`config.mk`:
```
export PLATFORM = sky130hd
export DESIGN_NAME = analog_tare_threshold_monitor
export DESIGN_NICKNAME = d
export VERILOG_FILES = /design/src/rtl/core/atm_pkg.sv /design/src/rtl/core/atm_ema.sv /design/src/rtl/core/analog_tare_threshold_monitor.sv
export SDC_FILE = /design/constraint.sdc
export NUM_CORES = 1
export LEC_CHECK = 0
export BUFFER_PORTS_ARGS = -buffer_cell sky130_fd_sc_hd__buf_2
export CAP_MARGIN = 30
export CORE_MARGIN = 2
export CORE_UTILIZATION = 55
export CTS_CLUSTER_SIZE = 16
export DETAILED_ROUTE_END_ITERATION = 8
export GPL_TIMING_DRIVEN = 0
export PLACE_DENSITY = 0.82
export SYNTH_ARGS = -nofsm -noshare
export SYNTH_HDL_FRONTEND = slang
export SYNTH_SLANG_ARGS = --single-unit
```
`constraint.sdc`:
```
create_clock -name clock -period 21.4 [get_ports clock]
set_clock_uncertainty 0.15 [all_clocks]
set_input_delay 4.28 -clock clock [delete_from_list [all_inputs] [get_ports clock]]
set_output_delay 4.28 -clock clock [all_outputs]
set_load 0.01 [all_outputs]
```
`src/rtl/core/atm_pkg.sv`:
```
// Shared codes for the tared threshold monitor: word modes, tare kinds, register indexes.
package atm_pkg;

   localparam int CSR_INDEX_BITS = 1;

   typedef logic [0:0] mode_type;
   typedef logic [1:0] tare_kind_type;
   typedef logic [CSR_INDEX_BITS-1:0] csr_index_type;

   localparam mode_type MODE_SAMPLE = 1'b0;
   localparam mode_type MODE_TARE   = 1'b1;

   localparam tare_kind_type TARE_THEN_TRACK = 2'd0;
   localparam tare_kind_type TARE_AND_HOLD   = 2'd1;
   localparam tare_kind_type TARE_TRACK_ONLY = 2'd2;

   localparam csr_index_type CSR_THRESHOLD = 1'b0;
   localparam csr_index_type CSR_ACTIVE    = 1'b1;

endpackage

```
`src/rtl/core/atm_ema.sv`:
```
// Shift-based running average update: acc + sample - (acc >>> SHIFT).
module atm_ema #(
   parameter int WIDTH   = 31,
   parameter int SHIFT   = 6,
   parameter int IN_BITS = 24
) (
   input  logic signed [WIDTH-1:0]   acc,
   input  logic signed [IN_BITS-1:0] sample,
   output logic signed [WIDTH-1:0]   acc_next
);

   logic signed [WIDTH-1:0] acc_shr;
   logic signed [WIDTH:0]   acc_ext;
   logic signed [WIDTH:0]   sample_ext;
   logic signed [WIDTH:0]   shr_ext;
   logic signed [WIDTH:0]   sum;

   assign acc_shr    = acc >>> SHIFT;
   assign acc_ext    = {acc[WIDTH-1], acc};
   assign sample_ext = {{(WIDTH+1-IN_BITS){sample[IN_BITS-1]}}, sample};
   assign shr_ext    = {acc_shr[WIDTH-1], acc_shr};
   assign sum        = acc_ext + sample_ext - shr_ext;
   assign acc_next   = sum[WIDTH-1:0];

endmodule

```
`src/rtl/core/analog_tare_threshold_monitor.sv`:
```
// Top level of the tared threshold monitor for a signed load cell style sensor.
// Each accepted word gives exactly one result word via the input and result registers;
// one word per cycle is sustained while rsp_stall is low. The input register
// feeds a single pass of logic (running average, baseline tracker add and shift, tared
// subtract, threshold compare) into the result register, and the state updates at the same
// edge, so the next word sees it. Threshold and active bit are written through the csr port,
// which is always ready; write them only while no word is in flight.
module analog_tare_threshold_monitor #(
   parameter int AVERAGE_SHIFT = 6,
   parameter int TRACK_SHIFT   = 9,
   parameter int SAMPLE_BITS   = 24
) (
   input  logic                         clock,
   input  logic                         reset,

   input  logic                         req_valid,
   output logic                         req_stall,
   input  atm_pkg::mode_type            req_mode,
   input  logic signed [SAMPLE_BITS-1:0] req_sample,
   input  atm_pkg::tare_kind_type       req_tare_kind,

   output logic                         rsp_valid,
   input  logic                         rsp_stall,
   output logic                         rsp_triggered,
   output logic                         rsp_state_changed,
   output logic signed [SAMPLE_BITS-1:0] rsp_baseline_value,
   output logic signed [SAMPLE_BITS:0]   rsp_tared_value,

   input  logic                         csr_valid,
   output logic                         csr_ready,
   input  atm_pkg::csr_index_type       csr_index,
   input  logic [SAMPLE_BITS:0]         csr_wdata
);

   import atm_pkg::*;

   localparam int AW = SAMPLE_BITS + AVERAGE_SHIFT + 1;
   localparam int TW = SAMPLE_BITS + TRACK_SHIFT + 1;
   localparam int VW = SAMPLE_BITS + 1;

   // config
   logic signed [VW-1:0] thr_ff;
   logic                 active_ff;

   // input register
   logic                         s1_valid_ff;
   mode_type                     s1_mode_ff;
   logic signed [SAMPLE_BITS-1:0] s1_sample_ff;
   tare_kind_type                s1_kind_ff;

   // state
   logic signed [AW-1:0]          avg_ff, avg_in;
   logic                          seeded_ff, seeded_in;
   logic signed [TW-1:0]          trk_ff, trk_in;
   logic                          trk_on_ff, trk_on_in;
   logic                          reseed_ff, reseed_in;
   logic signed [SAMPLE_BITS-1:0] base_ff, base_in;
   logic                          trig_ff, trig_in;

   // result register
   logic                          rsp_valid_ff;
   logic                          rsp_trig_ff;
   logic                          rsp_chg_ff;
   logic signed [SAMPLE_BITS-1:0] rsp_base_ff;
   logic signed [VW-1:0]          rsp_tared_ff;

   logic out_free;
   logic s1_fire;
   logic req_fire;

   logic signed [AW-1:0]          avg_upd;
   logic signed [AW-1:0]          avg_seed;
   logic signed [AW-1:0]          avg_shr;
   logic signed [TW-1:0]          trk_base;
   logic signed [TW-1:0]          trk_upd;
   logic signed [TW-1:0]          trk_shr;
   logic signed [VW-1:0]          tared;
   logic                          reached;
   logic                          chg;
   logic                          is_tare;
   logic                          do_latch;
   logic                          do_track;

   assign out_free  = !rsp_valid_ff || !rsp_stall;
   assign s1_fire   = s1_valid_ff && out_free;
   assign req_stall = s1_valid_ff && !out_free;
   assign req_fire  = req_valid && !req_stall;
   assign csr_ready = 1'b1;

   atm_ema #(.WIDTH(AW), .SHIFT(AVERAGE_SHIFT), .IN_BITS(SAMPLE_BITS)) u_avg (
      .acc      (avg_ff),
      .sample   (s1_sample_ff),
      .acc_next (avg_upd)
   );

   assign trk_base = reseed_ff ? {base_ff[SAMPLE_BITS-1], base_ff, {TRACK_SHIFT{1'b0}}}
                               : trk_ff;

   atm_ema #(.WIDTH(TW), .SHIFT(TRACK_SHIFT), .IN_BITS(SAMPLE_BITS)) u_trk (
      .acc      (trk_base),
      .sample   (s1_sample_ff),
      .acc_next (trk_upd)
   );

   assign avg_seed = {s1_sample_ff[SAMPLE_BITS-1], s1_sample_ff, {AVERAGE_SHIFT{1'b0}}};
   assign avg_shr  = avg_ff >>> AVERAGE_SHIFT;
   assign trk_shr  = trk_upd >>> TRACK_SHIFT;
   assign is_tare  = (s1_mode_ff == MODE_TARE);
   assign do_latch = is_tare && (s1_kind_ff != TARE_TRACK_ONLY);
   assign do_track = is_tare && (s1_kind_ff != TARE_AND_HOLD);

   always_comb begin
      avg_in    = avg_ff;
      seeded_in = seeded_ff;
      trk_in    = trk_ff;
      trk_on_in = trk_on_ff;
      reseed_in = reseed_ff;
      base_in   = base_ff;
      if (!is_tare) begin
         avg_in    = seeded_ff ? avg_upd : avg_seed;
         seeded_in = 1'b1;
         if (trk_on_ff) begin
            trk_in    = trk_upd;
            reseed_in = 1'b0;
            base_in   = trk_shr[SAMPLE_BITS-1:0];
         end
      end else begin
         if (do_latch) begin
            trk_on_in = 1'b0;
            base_in   = seeded_ff ? avg_shr[SAMPLE_BITS-1:0] : s1_sample_ff;
         end
         if (do_track) begin
            trk_on_in = 1'b1;
            reseed_in = 1'b1;
         end
      end
   end

   assign tared   = {s1_sample_ff[SAMPLE_BITS-1], s1_sample_ff}
                  - {base_in[SAMPLE_BITS-1], base_in};
   assign reached = thr_ff[VW-1] ? (tared <= thr_ff) : (tared >= thr_ff);

   always_comb begin
      trig_in = trig_ff;
      chg     = 1'b0;
      if (!is_tare) begin
         trig_in = reached;
         chg     = (reached != trig_ff) && active_ff;
      end else if (do_latch) begin
         trig_in = reached;
      end
   end

   always_ff @(posedge clock) begin
      if (reset) begin
         thr_ff    <= '0;
         active_ff <= 1'b0;
      end else if (csr_valid && csr_ready) begin
         case (csr_index)
            CSR_THRESHOLD: thr_ff    <= csr_wdata;
            CSR_ACTIVE:    active_ff <= csr_wdata[0];
            default:       ;
         endcase
      end
   end

   always_ff @(posedge clock) begin
      if (reset) begin
         s1_valid_ff <= 1'b0;
      end else if (req_fire) begin
         s1_valid_ff <= 1'b1;
      end else if (s1_fire) begin
         s1_valid_ff <= 1'b0;
      end
   end

   always_ff @(posedge clock) begin
      if (req_fire) begin
         s1_mode_ff   <= req_mode;
         s1_sample_ff <= req_sample;
         s1_kind_ff   <= req_tare_kind;
      end
   end

   always_ff @(posedge clock) begin
      if (reset) begin
         avg_ff    <= '0;
         seeded_ff <= 1'b0;
         trk_ff    <= '0;
         trk_on_ff <= 1'b0;
         reseed_ff <= 1'b0;
         base_ff   <= '0;
         trig_ff   <= 1'b0;
      end else if (s1_fire) begin
         avg_ff    <= avg_in;
         seeded_ff <= seeded_in;
         trk_ff    <= trk_in;
         trk_on_ff <= trk_on_in;
         reseed_ff <= reseed_in;
         base_ff   <= base_in;
         trig_ff   <= trig_in;
      end
   end

   always_ff @(posedge clock) begin
      if (reset) begin
         rsp_valid_ff <= 1'b0;
      end else if (out_free) begin
         rsp_valid_ff <= s1_valid_ff;
      end
   end

   always_ff @(posedge clock) begin
      if (s1_fire) begin
         rsp_trig_ff  <= trig_in;
         rsp_chg_ff   <= chg;
         rsp_base_ff  <= base_in;
         rsp_tared_ff <= tared;
      end
   end

   assign rsp_valid          = rsp_valid_ff;
   assign rsp_triggered      = rsp_trig_ff;
   assign rsp_state_changed  = rsp_chg_ff;
   assign rsp_baseline_value = rsp_base_ff;
   assign rsp_tared_value    = rsp_tared_ff;

   a_tare_tracks: assert property (@(posedge clock) disable iff (reset)
      s1_fire && do_track |=> trk_on_ff && reseed_ff)
      else $error("tracking tare did not arm tracker");

   a_reseed_used: assert property (@(posedge clock) disable iff (reset)
      s1_fire && !is_tare && trk_on_ff |=> !reseed_ff)
      else $error("reseed still pending after tracked sample");

   a_seeded: assert property (@(posedge clock) disable iff (reset)
      s1_fire && !is_tare |=> seeded_ff)
      else $error("sample did not seed average");

   a_change_flips: assert property (@(posedge clock) disable iff (reset)
      s1_fire && chg |=> trig_ff != $past(trig_ff))
      else $error("change word without trigger flip");

endmodule

```
==> summary.txt, run 1 <==
Placed design
  • Gp weighted congestion: 1.01
  • DP HPWL: 36000 um
  • # port buffers: 109
  • Placed insts: 2164

Synth
  • Post-synth EDFFs: 78
  • Yosys warning total: 0
  • Count of cell types in the netlist: 78
  • Synth Flop Type: dfxtp_1
  • Leading post-synthesis cells by cell area: dfxtp_1 16%, edfxtp_1 16%, ha_1 9.8%
  • Simple-gate share of the synthesized area: 0.125
  • Syn_nets: 1951
  • Compound-Gate Fraction of Synth Area: 0.210
  • Number of synthesized register bits: 199
  • Multiplexer share of the synthesized area: 0.0285
  • Synth Instances: 1713
  • Syn Std Cell Area: 0.0149 mm^2
  • Sequential area share after synthesis: 0.321
  • Yosys top cell by area: dfxtp_1
  • FFs w/ async S/R, synth: 0
  • Post-synth top area share: 0.163
  • Adder-Cell Fraction of Synth Area: 0.184
  • Post-Synth XOR/XNOR Area: 0.0472
  • Main combinational cell family by area after synthesis: compound AO/OA/AOI/OAI gates
  • Mean area per synthesized cell: 8.67 um^2

Pwr
  • Total Power: 1240 uW
  • PwrDens: 75.7 mW/mm^2
  • Worst-case vdd ir drop: 0.0638 mV
  • Pleak: 0.00703 uW

Cells and area
  • Final Core Density: 0.614
  • Nets: 2080
  • Synth-to-Final Area Change: 10.5%
  • # fillers: 2287
  • Antenna Diode Count: 0
  • Fin cells: 2196
  • Share of layout cells above drive strength 1: 0.0997
  • Multi-input logic area: 0.00884 mm^2
  • Register Area: 0.00476 mm^2

Clock network
  • Root buffer cell: clkbuf_16
  • Clk sinks: 199
  • Post-CTS Setup Bufs: 0
  • Worst-Skew Late Latency: 0.45 ns
  • CTS clk-pin slew, worst paths: 0.07 ns
  • CTS tree: done
  • H-tree Lvls: 4
  • Hold_buf cts: 0
  • CTS Buf Count: 17
  • Clock tree buffer depth: 2
  • Resize count post-CTS: 0

STA
  • Crit share post-route: 0.488
  • Final Hold Vio Count: 0
  • Slew Limit Fails: 0
  • Setup-failing EPs final: 0
  • Setup TNS Final: 0 ns
  • Fin crit period: 10.44 ns
  • Worst Max-Slew Pin Slew: 0.984 ns
  • Max Fclk: 95.8 MHz
  • RSZ-0062 raised after global routing: false
  • Worst slew margin: 0.344

Die
  • Core Area: 0.0267 mm^2
  • # IOs: 112
  • Starting density of the core: 0.556
  • Chip width: 168 um
  • Die Ht: 168 um
  • Die area: 0.0283 mm^2
  • Number of core rows: 60

Worst hold path
  • Min-Delay Path Class: flip-flop to flip-flop

Setup path
  • CP required: 21.43 ns
  • Most used cell along the critical path: a21oi_1
  • Setup Crit Path Kind: flip-flop to flip-flop
  • Worst path slowest cell: o41ai_1
  • Startpoint types: flip-flop
  • Crit path DAT: 10.47 ns
  • Slowest stage delay, CP: 0.79 ns
  • Crit path max fanout: 10
  • Critical Path End Type: flip-flop

Drt
  • ANT nets after route: 0
  • Per-cell routed wire length: 21.0 um
  • # DRC: 0
  • Average vias per placed instance: 6.12
  • Via count: 13435
  • Final WL: 46200 um
  • DRT iter0 DRCs: 1702
  • Pre-Repair DR Iteration Count: 7

Global route
  • Initial antenna violation count: 0
  • Tot GR Track Use: 0.323
  • Largest net degree at the start of global routing: 61
  • First-pass GRT wire length: 70900 um
  • Overflow after GRT: 0
  • Vias in the first global route: 12828

Flow run
  • # Max-Cap Violations: 0

Outcome
  • Status: finished clean
==> cells by family after synthesis <==
logic type | after synthesis
other | 1
and+or+nand+nor | 414
adders and majority gates | 180
muxes | 41
buffers and inverters | 322
AOI/OAI and AO/OA | 476
DFF | 199
xor gates and xnor gates | 80
==> sequential cells by signal, indices dropped and copies added (netlist names) <==
register / flops
is_tare: 1
s1_sample_ff: 24
thr_ff: 25
s1_kind_ff: 2
seeded_ff: 1
s1_valid_ff: 1
trig_ff: 1
rsp_tared_value: 25
avg_ff: 31
rsp_baseline_value: 24
rsp_triggered: 1
base_ff: 24
active_ff: 1
reseed_ff: 1
trk_ff: 34
rsp_state_changed: 1
rsp_valid: 1
trk_on_ff: 1
==> cell usage after synthesis, types with 8 or more instances <==
cell      count
mux2_2       10
nand2b_1     22
clkbuf_1     62
ha_1        116
o22ai_1       8
nor3_1       18
o21ai_0      59
edfxtp_1     78
xor2_1       22
a21oi_1     194
nor2b_1      10
nand2_1     188
a211oi_1     50
a221oi_1     10
nand4_1      22
o21bai_1     16
mux2i_1      31
nor2_1       92
a21o_1       33
dfxtp_1     121
fa_1         64
nand3_1      29
inv_1       249
o21a_1       13
o211ai_1     10
xnor2_1      58
==> final cells by class <==
| cell class | count | share of cell area |
|---|---|---|
| sequential | 199 | 0.290 |
| timing repair buffer | 110 | 0.0339 |
| tap | 341 | 0.0260 |
| clock buffer | 22 | 0.0297 |
| buffer | 72 | 0.0195 |
| clock inverter | 10 | 0.00427 |
| inverter | 250 | 0.0572 |
| multi-input combinational | 1192 | 0.539 |
==> path summary, 6_finish.rpt <==
kind	start	end	slack (ns)	cells after the start
worst min-delay path	trk_ff[17]	trk_ff[17]	0.31	2
worst max-delay path	reseed_ff	rsp_triggered	10.96	35
worst max register to register	reseed_ff	rsp_triggered	10.96	35
worst min register to register	trk_ff[17]	trk_ff[17]	0.31	2
==> per-layer routing <==
metal	global-route usage	vias up	part of all wire
met5	0	-	0
met4	0.125	0	0.043
met3	0.0651	169	0.11
met2	0.525	787	0.46
met1	0.426	6292	0.39
li1	-	6187	-
==> placed cells by master (no fill, tap or decap), types with 8 or more instances in the layout <==
cell type / n
xor2_1: 22
nor3_1: 18
o21a_1: 13
edfxtp_1: 78
inv_1: 250
nand4_1: 22
o21bai_1: 16
ha_1: 116
clkbuf_16: 19
a221oi_1: 10
nand2_1: 188
nand2b_1: 22
buf_2: 109
nor2_1: 92
o21ai_0: 59
mux2i_1: 30
fa_1: 64
dfxtp_1: 121
a21o_1: 33
nor2b_1: 9
a21oi_1: 194
xnor2_1: 58
mux2_2: 10
nand3_1: 29
o211ai_1: 10
a211oi_1: 50
o22ai_1: 8
clkbuf_1: 64
==> per-stage QoR <==
stage          instance area (um^2)  hold WS [ns]  setup slack (ns)
3_5_place_dp                  15900         0.297             11.35
3_3_place_gp                  15800         0.288             11.63
4_1_cts                       16400         0.307             11.24
6_report                      16400         0.308             10.96
2_1_floorplan                 14900         0.281             12.47
5_1_grt                       16400         0.327             10.63
==> critical path: cells and delay by family, from the launching register on <==
family          cells  cell delay [ns]
compound gates     13             3.87
xor+xnor            3             0.76
mux                 2             0.78
simple gates        8             1.16
flops               1             0.31
buf+inv             5             1.54
fa+ha+maj           4             1.57
==> where the power goes <==
part | internal (uW) | switching [uW]
Clock | 164 | 152
Sequential | 422 | 16.9
Combinational | 186 | 301
Total | 772 | 470
(Power assumes the default switching activity.)
==> run 2, diff against run 1 <==
- clock period: 21.4 -> 9.73 ns (I/O delays scaled with it)
==> summary.txt, run 2 (synthesis gave the netlist of run 1 again) <==
Die
  • Chip width: 168 um (unchanged)
  • # IOs: 112 (unchanged)
  • Core Area: 0.0267 mm^2 (unchanged)
  • Die Ht: 168 um (unchanged)
  • Die area: 0.0283 mm^2 (unchanged)
  • Number of core rows: 60 (unchanged)
  • Starting density of the core: 0.556 (unchanged)

Pwr
  • Power Internal: 1700 uW (+120%)
  • PwrDens: 166 mW/mm^2 (+120%)
  • Pleak: 0.00705 uW (+0.30%)
  • Worst-case vdd ir drop: 0.138 mV (+120%)
  • Gate power share: 0.394 (+0.002)
  • Net Sw Power: 1030 uW (+120%)
  • Total Power: 2730 uW (+120%)
  • Clock share of power: 0.252 (-0.002)
  • Flop pwr share: 0.354 (about the same)
  • Switching share of power: 0.378 (about the same)

Cells and area
  • Max FFs per register: 34 (unchanged)
  • Synth-to-Final Area Change: 10.9%
  • Share of layout cells above drive strength 1: 0.106 (+0.00653)
  • Most frequent cells in the layout: 250 x inv_1, 194 x a21oi_1, 188 x nand2_1
  • Antenna Diode Count: 0 (unchanged)
  • Nets: 2079 (-0.048%)
  • Most flop-heavy register: trk_ff
  • # fillers: 2285 (-0.087%)
  • Multi-input logic area: 0.00890 mm^2 (+0.65%)
  • Commonest non-fill, non-tap cell in the layout: inv_1
  • Top Registers: trk_ff (34), avg_ff (31)
  • Final Core Density: 0.616 (+0.00220)
  • Register Area: 0.00476 mm^2 (unchanged)

Clock network
  • Post-CTS Setup Bufs: 0 (unchanged)
  • CTS tree: done
  • H-tree Lvls: 4 (unchanged)
  • Clk sinks: 199 (unchanged)
  • Hold_buf cts: 0 (unchanged)
  • Worst-Skew Late Latency: 0.45 ns (about the same)
  • Clock tree buffer depth: 2 (unchanged)
  • CTS clk-pin slew, worst paths: 0.07 ns (about the same)
  • CTS Buf Count: 17 (unchanged)
  • Root buffer cell: clkbuf_16

Drt
  • DRT iter0 DRCs: 1672 (-1.8%)
  • Via count: 13450 (+0.11%)
  • Average vias per placed instance: 6.13 (+0.16%)
  • ANT nets after route: 0 (unchanged)
  • # DRC: 0 (unchanged)
  • Pre-Repair DR Iteration Count: 8 (+1)
  • Per-cell routed wire length: 21.1 um (+0.16%)
  • Final WL: 46200 um (+0.11%)

STA
  • Worst setup margin: 0.486 ns (-10.48 ns)
  • Worst Max-Slew Pin Slew: 0.976 ns (-0.00768 ns)
  • Setup-failing EPs final: 0 (unchanged)
  • Fin crit period: 9.24 ns (-1.19 ns)
  • Slew Limit Fails: 0 (unchanged)
  • Worst slew margin: 0.348 (+0.00374)
  • Final Hold Vio Count: 0 (unchanged)
  • RSZ-0062 raised after global routing: false
  • Max Fclk: 108 MHz (+13%)
  • Crit share post-route: 0.950 (+0.462)

Placed design
  • Gp weighted congestion: 1.01 (unchanged)
  • Pre-CTS setup slack: -0.324 ns (-11.67 ns)
  • # port buffers: 109 (unchanged)
  • DP HPWL: 36000 um (unchanged)

Setup path
  • Slowest stage delay, CP: 0.58 ns (-0.21 ns)
  • Crit path max fanout: 10 (unchanged)
  • Crit path DAT: 9.34 ns (-1.13 ns)
  • Worst path slowest cell: dfxtp_1
  • Setup Crit Path Kind: flip-flop to flip-flop
  • Startpoint types: flip-flop
  • CP required: 9.83 ns (-11.60 ns)
  • Critical Path End Type: flip-flop
  • Most used cell along the critical path: a21oi_1

Global route
  • Largest net degree at the start of global routing: 61 (unchanged)
  • First-pass GRT wire length: 71000 um (+0.19%)
  • Tot GR Track Use: 0.323 (+0.000457)
  • Vias in the first global route: 12844 (+0.12%)
  • Overflow after GRT: 0 (unchanged)
  • Initial antenna violation count: 0 (unchanged)

Outcome
  • Status: finished clean

Flow run
  • # Max-Cap Violations: 0 (unchanged)

Worst hold path
  • Min-Delay Path Class: flip-flop to flip-flop
run 2: changes by cell type in the layout (fill, tap and decap cells not counted), moves of 2 or more:
cell | previous run | this run
a221oi_2 | 5 | 9
a211oi_1 | 50 | 48
mux2i_1 | 30 | 28
clkbuf_1 | 64 | 61
a211oi_2 | 2 | 4
a221oi_1 | 10 | 6
mux2i_2 | 1 | 3
run 2: final timing paths:
path / slack (ns) / startpoint / depth (start not counted) / to
max: 0.49 / reseed_ff / 35 / rsp_state_changed
min: 0.31 / trk_ff[17] / 2 / trk_ff[17]
max reg2reg: 0.49 / reseed_ff / 35 / rsp_state_changed
min reg2reg: 0.31 / trk_ff[17] / 2 / trk_ff[17]
run 2: what timing repair did:
| action | 4_1_cts | 5_1_grt |
|---|---|---|
| hold endpoints to repair | 0 | 0 |
| endpoints found under the setup margin | 3 | 3 |
| gates resized for setup | 3 | 12 |
run 2: worst max-delay path, delay by kind of cell (launching register included):
family / cells / cell delay (ns)
mux: 2 / 0.61
compound gates: 15 / 3.64
flops: 1 / 0.58
fa+ha+maj: 5 / 1.65
buf+inv: 4 / 0.60
simple gates: 6 / 1.16
xor+xnor: 3 / 0.66
run 2: power by group through the flow:
| stage | Sequential [uW] | Clock, uW | Combinational [uW] |
|---|---|---|---|
| 2_1_floorplan | 979 | 0 | 751 |
| 3_3_place_gp | 982 | 0 | 1000 |
| 3_5_place_dp | 982 | 0 | 1030 |
| 4_1_cts | 964 | 682 | 1050 |
| 5_1_grt | 969 | 714 | 1180 |
| 6_report | 967 | 689 | 1080 |
run 2: cell type report:
| type | count | area share |
|---|---|---|
| Multi-Input combinational cell | 1192 | 0.541 |
| Clock inverter | 10 | 0.00426 |
| Inverter | 250 | 0.0570 |
| Timing Repair Buffer | 110 | 0.0338 |
| Buffer | 71 | 0.0195 |
| Clock buffer | 22 | 0.0296 |
| Sequential cell | 199 | 0.289 |
| Tap cell | 341 | 0.0259 |
run 2: metal layers:
metal,vias to the layer above,share of wire,global-route usage
li1,6181,-,-
met1,6348,0.40,0.428
met2,774,0.46,0.525
met3,147,0.10,0.0639
met4,0,0.037,0.124
met5,-,0,0
run 2: per-stage QoR:
stage,setup TNS [ns],cells,cell area [um^2],hold slack (ns)
floorplan,0,1713,14900,0.281
global route,0,2195,16500,0.327
CTS,0,2196,16400,0.307
finish,0,2195,16500,0.308
global placement,-0.0534,2163,15800,0.288
detailed placement,-0.809,2164,15900,0.297
